[src/rtl/core/dqdel_pkg.sv]
package dqdel_pkg;

  localparam int DQDEL_CAPACITY   = 16;
  localparam int DQDEL_VALUE_BITS = 32;
  localparam int DQDEL_FUNC_W     = 3;

  typedef enum logic [DQDEL_FUNC_W-1:0] {
    FUNC_PUSH_BACK  = 3'd0,
    FUNC_PUSH_FRONT = 3'd1,
    FUNC_POP_FRONT  = 3'd2,
    FUNC_DELETE     = 3'd3,
    FUNC_CLEAR      = 3'd4
  } dqdel_func_e;

  typedef struct packed {
    logic load_back;
    logic shift_back;
    logic shift_front;
    logic del;
  } dqdel_ctrl_t;

endpackage

[src/rtl/core/deque_with_delete_by_value_top.sv]
// double-ended queue of handle words with delete by value
// input beat: s_axis_tuser carries the operation (0 push back, 1 push front,
//   2 pop front, 3 delete value, 4 clear), s_axis_tdata the value
// output beat: one result per input beat with popped value, hit, refused,
//   empty flag and fill count after the operation
// entries sit in a row of cells, front in cell 0; push front and pop shift
//   the whole row by one, delete compares in every cell and the first matching
//   cell and all cells behind it take their neighbor's value, all in the same cycle
// the result is registered and appears in the cycle after the input beat is taken
// throughput: one operation per cycle while the receiver takes each result, set by the single output register
// when the receiver stalls, the result waits in the output register and no
//   further input is taken until it leaves
// reset empties the queue; s_axis_tready stays low while reset is held and
//   until run_q is registered high after release; cell contents are not cleared
module deque_with_delete_by_value_top #(
  parameter int CAPACITY   = dqdel_pkg::DQDEL_CAPACITY,
  parameter int VALUE_BITS = dqdel_pkg::DQDEL_VALUE_BITS,
  parameter int CNT_W      = $clog2(CAPACITY + 1),
  parameter int IN_W       = ((VALUE_BITS + 7) / 8) * 8,
  parameter int OUT_W      = ((VALUE_BITS + 3 + CNT_W + 7) / 8) * 8
) (
  input  logic                                clk_i,
  input  logic                                rst_ni,
  input  logic                                s_axis_tvalid,
  output logic                                s_axis_tready,
  // item_value
  input  logic [IN_W-1:0]                     s_axis_tdata,
  // func
  input  logic [dqdel_pkg::DQDEL_FUNC_W-1:0]  s_axis_tuser,
  output logic                                m_axis_tvalid,
  input  logic                                m_axis_tready,
  // popped_value, hit, refused, is_empty, fill_count
  output logic [OUT_W-1:0]                    m_axis_tdata
);
  import dqdel_pkg::*;

  logic                  run_q;
  logic                  out_valid_q, out_valid_d;
  logic [CNT_W-1:0]      count_q, count_d;
  logic [VALUE_BITS-1:0] out_popped_q, out_popped_d;
  logic                  out_hit_q, out_hit_d;
  logic                  out_refused_q, out_refused_d;
  logic [CNT_W-1:0]      out_count_q;
  logic                  accept;
  logic                  full;
  logic                  empty;
  logic [VALUE_BITS-1:0] item;
  dqdel_func_e           func;
  dqdel_ctrl_t           ctrl;
  logic [VALUE_BITS-1:0] vals [CAPACITY];
  logic                  seen [CAPACITY+1];

  assign item          = s_axis_tdata[VALUE_BITS-1:0];
  assign func          = dqdel_func_e'(s_axis_tuser);
  assign s_axis_tready = run_q && (!out_valid_q || m_axis_tready);
  assign accept        = s_axis_tvalid && s_axis_tready;
  assign full          = count_q == CNT_W'(CAPACITY);
  assign empty         = count_q == '0;
  assign seen[0]       = 1'b0;

  for (genvar g = 0; g < CAPACITY; g++) begin : g_cell
    logic [VALUE_BITS-1:0] prev_v, next_v;
    if (g == 0) begin : g_first
      assign prev_v = item;
    end else begin : g_mid
      assign prev_v = vals[g-1];
    end
    if (g == CAPACITY - 1) begin : g_last
      assign next_v = vals[g];
    end else begin : g_body
      assign next_v = vals[g+1];
    end
    dqdel_cell #(
      .IDX        (g),
      .VALUE_BITS (VALUE_BITS),
      .CNT_W      (CNT_W)
    ) u_cell (
      .clk_i   (clk_i),
      .ctrl_i  (ctrl),
      .count_i (count_q),
      .item_i  (item),
      .prev_i  (prev_v),
      .next_i  (next_v),
      .seen_i  (seen[g]),
      .seen_o  (seen[g+1]),
      .value_o (vals[g])
    );
  end

  always_comb begin
    ctrl          = '0;
    count_d       = count_q;
    out_popped_d  = '0;
    out_hit_d     = 1'b0;
    out_refused_d = 1'b0;
    if (accept) begin
      unique case (func)
        FUNC_PUSH_BACK: begin
          if (full) begin
            out_refused_d = 1'b1;
          end else begin
            ctrl.load_back = 1'b1;
            count_d        = count_q + 1'b1;
          end
        end
        FUNC_PUSH_FRONT: begin
          if (full) begin
            out_refused_d = 1'b1;
          end else begin
            ctrl.shift_back = 1'b1;
            count_d         = count_q + 1'b1;
          end
        end
        FUNC_POP_FRONT: begin
          if (!empty) begin
            ctrl.shift_front = 1'b1;
            out_popped_d     = vals[0];
            out_hit_d        = 1'b1;
            count_d          = count_q - 1'b1;
          end
        end
        FUNC_DELETE: begin
          ctrl.del  = 1'b1;
          out_hit_d = seen[CAPACITY];
          if (seen[CAPACITY]) begin
            count_d = count_q - 1'b1;
          end
        end
        FUNC_CLEAR: begin
          count_d = '0;
        end
        default: begin
        end
      endcase
    end
  end

  always_comb begin
    out_valid_d = out_valid_q;
    if (accept) begin
      out_valid_d = 1'b1;
    end else if (m_axis_tready) begin
      out_valid_d = 1'b0;
    end
  end

  always_ff @(posedge clk_i or negedge rst_ni) begin
    if (!rst_ni) begin
      run_q       <= 1'b0;
      out_valid_q <= 1'b0;
      count_q     <= '0;
    end else begin
      run_q       <= 1'b1;
      out_valid_q <= out_valid_d;
      count_q     <= count_d;
    end
  end

  always_ff @(posedge clk_i) begin
    if (accept) begin
      out_popped_q  <= out_popped_d;
      out_hit_q     <= out_hit_d;
      out_refused_q <= out_refused_d;
      out_count_q   <= count_d;
    end
  end

  assign m_axis_tvalid = out_valid_q;
  assign m_axis_tdata  = OUT_W'({out_count_q, (out_count_q == '0), out_refused_q,
                                 out_hit_q, out_popped_q});

endmodule

[src/rtl/core/dqdel_cell.sv]
module dqdel_cell #(
  parameter int IDX        = 0,
  parameter int VALUE_BITS = dqdel_pkg::DQDEL_VALUE_BITS,
  parameter int CNT_W      = 5
) (
  input  logic                   clk_i,
  input  dqdel_pkg::dqdel_ctrl_t ctrl_i,
  input  logic [CNT_W-1:0]       count_i,
  input  logic [VALUE_BITS-1:0]  item_i,
  input  logic [VALUE_BITS-1:0]  prev_i,
  input  logic [VALUE_BITS-1:0]  next_i,
  input  logic                   seen_i,
  output logic                   seen_o,
  output logic [VALUE_BITS-1:0]  value_o
);
  import dqdel_pkg::*;

  logic [VALUE_BITS-1:0] value_q, value_d;
  logic                  live;
  logic                  match;

  assign live    = CNT_W'(IDX) < count_i;
  assign match   = live && (value_q == item_i);
  assign seen_o  = seen_i | match;
  assign value_o = value_q;

  always_comb begin
    value_d = value_q;
    priority if (ctrl_i.load_back && (count_i == CNT_W'(IDX))) begin
      value_d = item_i;
    end else if (ctrl_i.shift_back) begin
      value_d = prev_i;
    end else if (ctrl_i.shift_front) begin
      value_d = next_i;
    end else if (ctrl_i.del && seen_o) begin
      value_d = next_i;
    end
  end

  always_ff @(posedge clk_i) begin
    value_q <= value_d;
  end

endmodule

[config.mk]
export PLATFORM = sky130hd
export DESIGN_NAME = deque_with_delete_by_value_top
export DESIGN_NICKNAME = d
export VERILOG_FILES = /design/src/rtl/core/dqdel_pkg.sv /design/src/rtl/core/deque_with_delete_by_value_top.sv /design/src/rtl/core/dqdel_cell.sv
export SDC_FILE = /design/constraint.sdc
export NUM_CORES = 2
export LEC_CHECK = 0
export ABC_CLOCK_PERIOD_IN_PS = 5860
export BUFFER_PORTS_ARGS = -buffer_cell sky130_fd_sc_hd__buf_4
export CORE_MARGIN = 2
export CORE_UTILIZATION = 30
export CTS_BUF_LIST = sky130_fd_sc_hd__clkbuf_4 sky130_fd_sc_hd__clkbuf_8 sky130_fd_sc_hd__clkbuf_16
export CTS_CLUSTER_SIZE = 28
export DETAILED_ROUTE_END_ITERATION = 6
export SETUP_SLACK_MARGIN = 0.3
export SLEW_MARGIN = 40
export SYNTH_ARGS = -nofsm -noshare
export SYNTH_HDL_FRONTEND = slang
export SYNTH_SLANG_ARGS = --single-unit
export TNS_END_PERCENT = 30
[constraint.sdc]
create_clock -name clk_i -period 5.86 [get_ports clk_i]
set_input_delay 0.293 -clock clk_i [delete_from_list [all_inputs] [get_ports clk_i]]
set_output_delay 0.293 -clock clk_i [all_outputs]
set_load 0.03 [all_outputs]
==> flow_metrics.py <==
metrics = {
    "run_status": {
        "status": "completed",
    },
    "cts": {
        "postCtsSetupRepairBufs": 0,
        "cts.htree.levels": 2,
        "cts_tree": "yes",
        "numCtsBuffers": 61,
        "clk_latency_ns": 0.67,
        "cts.sinks": 558,
        "clkTransAtPathRegs_ns": 0.06,
        "clk_path_buf_depth": 3,
        "cts_root_buffer": "clkbuf_16",
    },
    "yosys": {
        "synth_ff_type": "edfxtp_1",
        "synth.distinct_cells": 71,
        "synth_common_cells": "edfxtp_1 (551), nand2_1 (544), o21ai_0 (424)",
        "yosys_register_bits": 558,
        "yosys.area.top_type": "edfxtp_1",
        "syn-cell-area_sq_um": 35560,
        "yosysWarnings": 0,
        "synth_most_common_cell": "edfxtp_1",
        "synth_cells": 3425,
        "async_reset_ff_share_pct": 1.254,
        "synth_nets": 3469,
        "yosysSeqAreaShare_pct": 47.03,
        "synth_area_per_cell_sq_um": 10.38,
        "synth_top_area_share_pct": 46.53,
        "synth_edf_count": 551,
        "synthTopCellsByArea": "edfxtp_1 (47%), mux2i_1 (12%), xnor2_1 (9.5%)",
    },
    "floorplan": {
        "io_pins": 81,
        "dieArea_sq_um": 121300,
        "rows": 126,
        "start_util_pct": 30.19,
        "die-width_um": 348.3,
        "core_sq_um": 117800,
        "die_y_um": 348.3,
    },
    "pwr": {
        "cellPowerDensity_nw_per_um2": 258.4,
        "leakage_nw": 11.11,
        "vdd_ir_drop_max_mv": 0.2338,
        "p_total_mw": 10.13,
    },
    "critical_path": {
        "worstRegToRegCells": 10,
        "crit_path_cell_trace": "inv_1 -> ha_1 -> nand3_1 -> nand2b_1 -> or3_1 -> nand2b_1 -> nor2_4 -> buf_4 -> or3_1 -> buf_4",
        "crit_type": "reg -> reg",
        "rr_endpoint": "g_cell[5].u_cell.value_o[3]",
        "crit_arrival_ns": 4.49,
        "cp_slowest_cell": "dfrtp_1",
        "critPathLaunch": "count_q[0]",
        "cp_data_required_time_ns": 6.15,
        "end_kind": "flop",
        "cp-start-kind": "flop",
        "crit_fanout": 65,
        "cpPeakStageDelay_ns": 0.69,
        "r2r-start": "count_q[0]",
        "reg2reg_setup_slack_ns": 1.66,
    },
    "grt": {
        "grt_pass1_vias": 25030,
        "grt_pass1_wl_um": 176800,
        "grt_usage_pct": 19.53,
        "grt_max_degree": 122,
        "grt_remaining_overflow": 0,
        "antenna_found_initial": 0,
    },
    "final_layout": {
        "area_growth_pct": 10.24,
        "nets": 3361,
        "diodes": 0,
        "drive_gt1_share_pct": 9.952,
    },
    "sta": {
        "slew_violations": 0,
        "min_period_ns": 4.200,
        "max_freq_mhz": 238.1,
        "setup_viol": 0,
        "finalHoldViolCount": 0,
        "period_share_pct": 71.67,
        "worst_slew_pin_slew_ns": 0.8387,
        "final.setup.tns_ns": 0,
        "fin_skew_ns": 0.03807,
        "rsz0062_at_grt": "no",
        "slew-limit-headroom_pct": 44.09,
    },
    "run": {
        "drv_cap": 0,
    },
    "drt": {
        "via_count": 26500,
        "wirelength_um": 121700,
        "dr.pass1.iters": 5,
        "wire_per_inst_um": 24.82,
        "drt_iter0_markers": 3146,
        "drc_errors": 0,
        "viasPerCell": 5.406,
        "postRouteAntennaNets": 0,
    },
    "hold_path": {
        "min_path_cells": 3,
        "min_to": "m_axis_tvalid",
        "hold_class": "in -> reg",
        "worstHoldStart": "s_axis_tvalid",
    },
    "placed_design": {
        "place.detailed.hpwl_um": 91400,
        "place.gp.congestion": 1.027,
        "io_buffers": 80,
    },
}
[layout by cell type (no fill, tap or decap), types with 34 or more instances in the layout]
cell / count
xor2_1: 127
buf_4: 121
a31oi_1: 34
clkbuf_16: 61
o21ai_0: 419
mux2_2: 61
nor2_1: 68
edfxtp_1: 551
nand2_1: 543
nor4_1: 72
xnor2_1: 384
mux2i_1: 417
nand4_1: 146
[sequential cells by signal (all words and copies together) (netlist names)]
| signal | flops |
|---|---|
| m_axis_tvalid | 1 |
| out_hit_q | 1 |
| g_cell.u_cell.value_o | 512 |
| out_refused_q | 1 |
| out_popped_q | 32 |
| run_q | 1 |
| out_count_q | 5 |
| count_q | 5 |
[worst max-delay path: cells and delay by family (launching register included)]
family                   cells  cell delay (ns)
AND/OR/NAND/NOR              6             1.64
adder cells (fa/ha/maj)      1             0.36
buffers and inverters        3             1.12
flip-flops                   1             0.69
[routing by layer]
layer | part of all wire (%) | routed length (um) | track usage (%)
met5 | 0 | 0 | 0
met4 | 4.2 | 5133 | 7.810
met3 | 6.0 | 7319 | 2.004
met2 | 46 | 56420 | 31.27
met1 | 43 | 52820 | 27.01
[metrics by stage]
step                hold WS (ns)  instances  setup WS [ns]  util (%)  cell area [sq um]
global route             0.06010       4902          1.369     33.29              39200
finish                   0.04185       4902          1.660     33.29              39200
detailed placement        0.1213       4786          1.697     31.54              37140
CTS                      0.02826       4901          1.686     33.26              39170
global placement          0.1200       4782          1.627     31.48              37080
floorplan              -0.002591       3425         0.7957         -              35560
[kinds of logic (layout without fill, tap and decap cells)]
kind of cell	after synthesis	after routing	share of synthesized area (%)
AO/OA/AOI/OAI	517	517	7.728
XOR/XNOR	511	511	12.59
adder cells (fa/ha/maj)	5	5	0.1759
buffers and inverters	314	255	4.462
flip-flops	558	558	47.03
multiplexers	478	478	13.67
other	1	1	0.01055
AND/OR/NAND/NOR	1041	1041	14.34
[area by class of cell]
type / instances / area [sq um]
Multi-Input combinational cell: 2553 / 17410
Tap cell: 1536 / 1922
Timing Repair Buffer: 134 / 1117
Sequential cell: 558 / 16720
Fill cell: 11820 / 78570
Clock buffer: 74 / 1624
Clock inverter: 38 / 374.1
Inverter: 9 / 33.78
[worst max path at each step]
| stage | to | slack, ns | depth (start not counted) |
|---|---|---|---|
| after floorplan | g_cell[13].u_cell.value_o[0] | 0.80 | 6 |
| after global placement | g_cell[13].u_cell.value_o[4] | 1.63 | 8 |
| after detailed placement | g_cell[5].u_cell.value_o[23] | 1.70 | 10 |
| after CTS | g_cell[9].u_cell.value_o[23] | 1.69 | 9 |
| after global routing | g_cell[5].u_cell.value_o[3] | 1.37 | 10 |
| final | g_cell[5].u_cell.value_o[3] | 1.66 | 10 |
[report_power, final]
| group | switching (mW) | internal [mW] |
|---|---|---|
| logic | 0.964 | 0.447 |
| clock network | 1.73 | 2.24 |
| registers | 0.220 | 4.53 |
| total | 2.91 | 7.22 |
[what timing repair did]
item | CTS | global route
resized for setup | 0 | 0
endpoints found under the setup margin | 0 | 0
hold buffers | 3 | 0
hold endpoints to repair | 8 | 0
(Power assumes the default switching activity.)
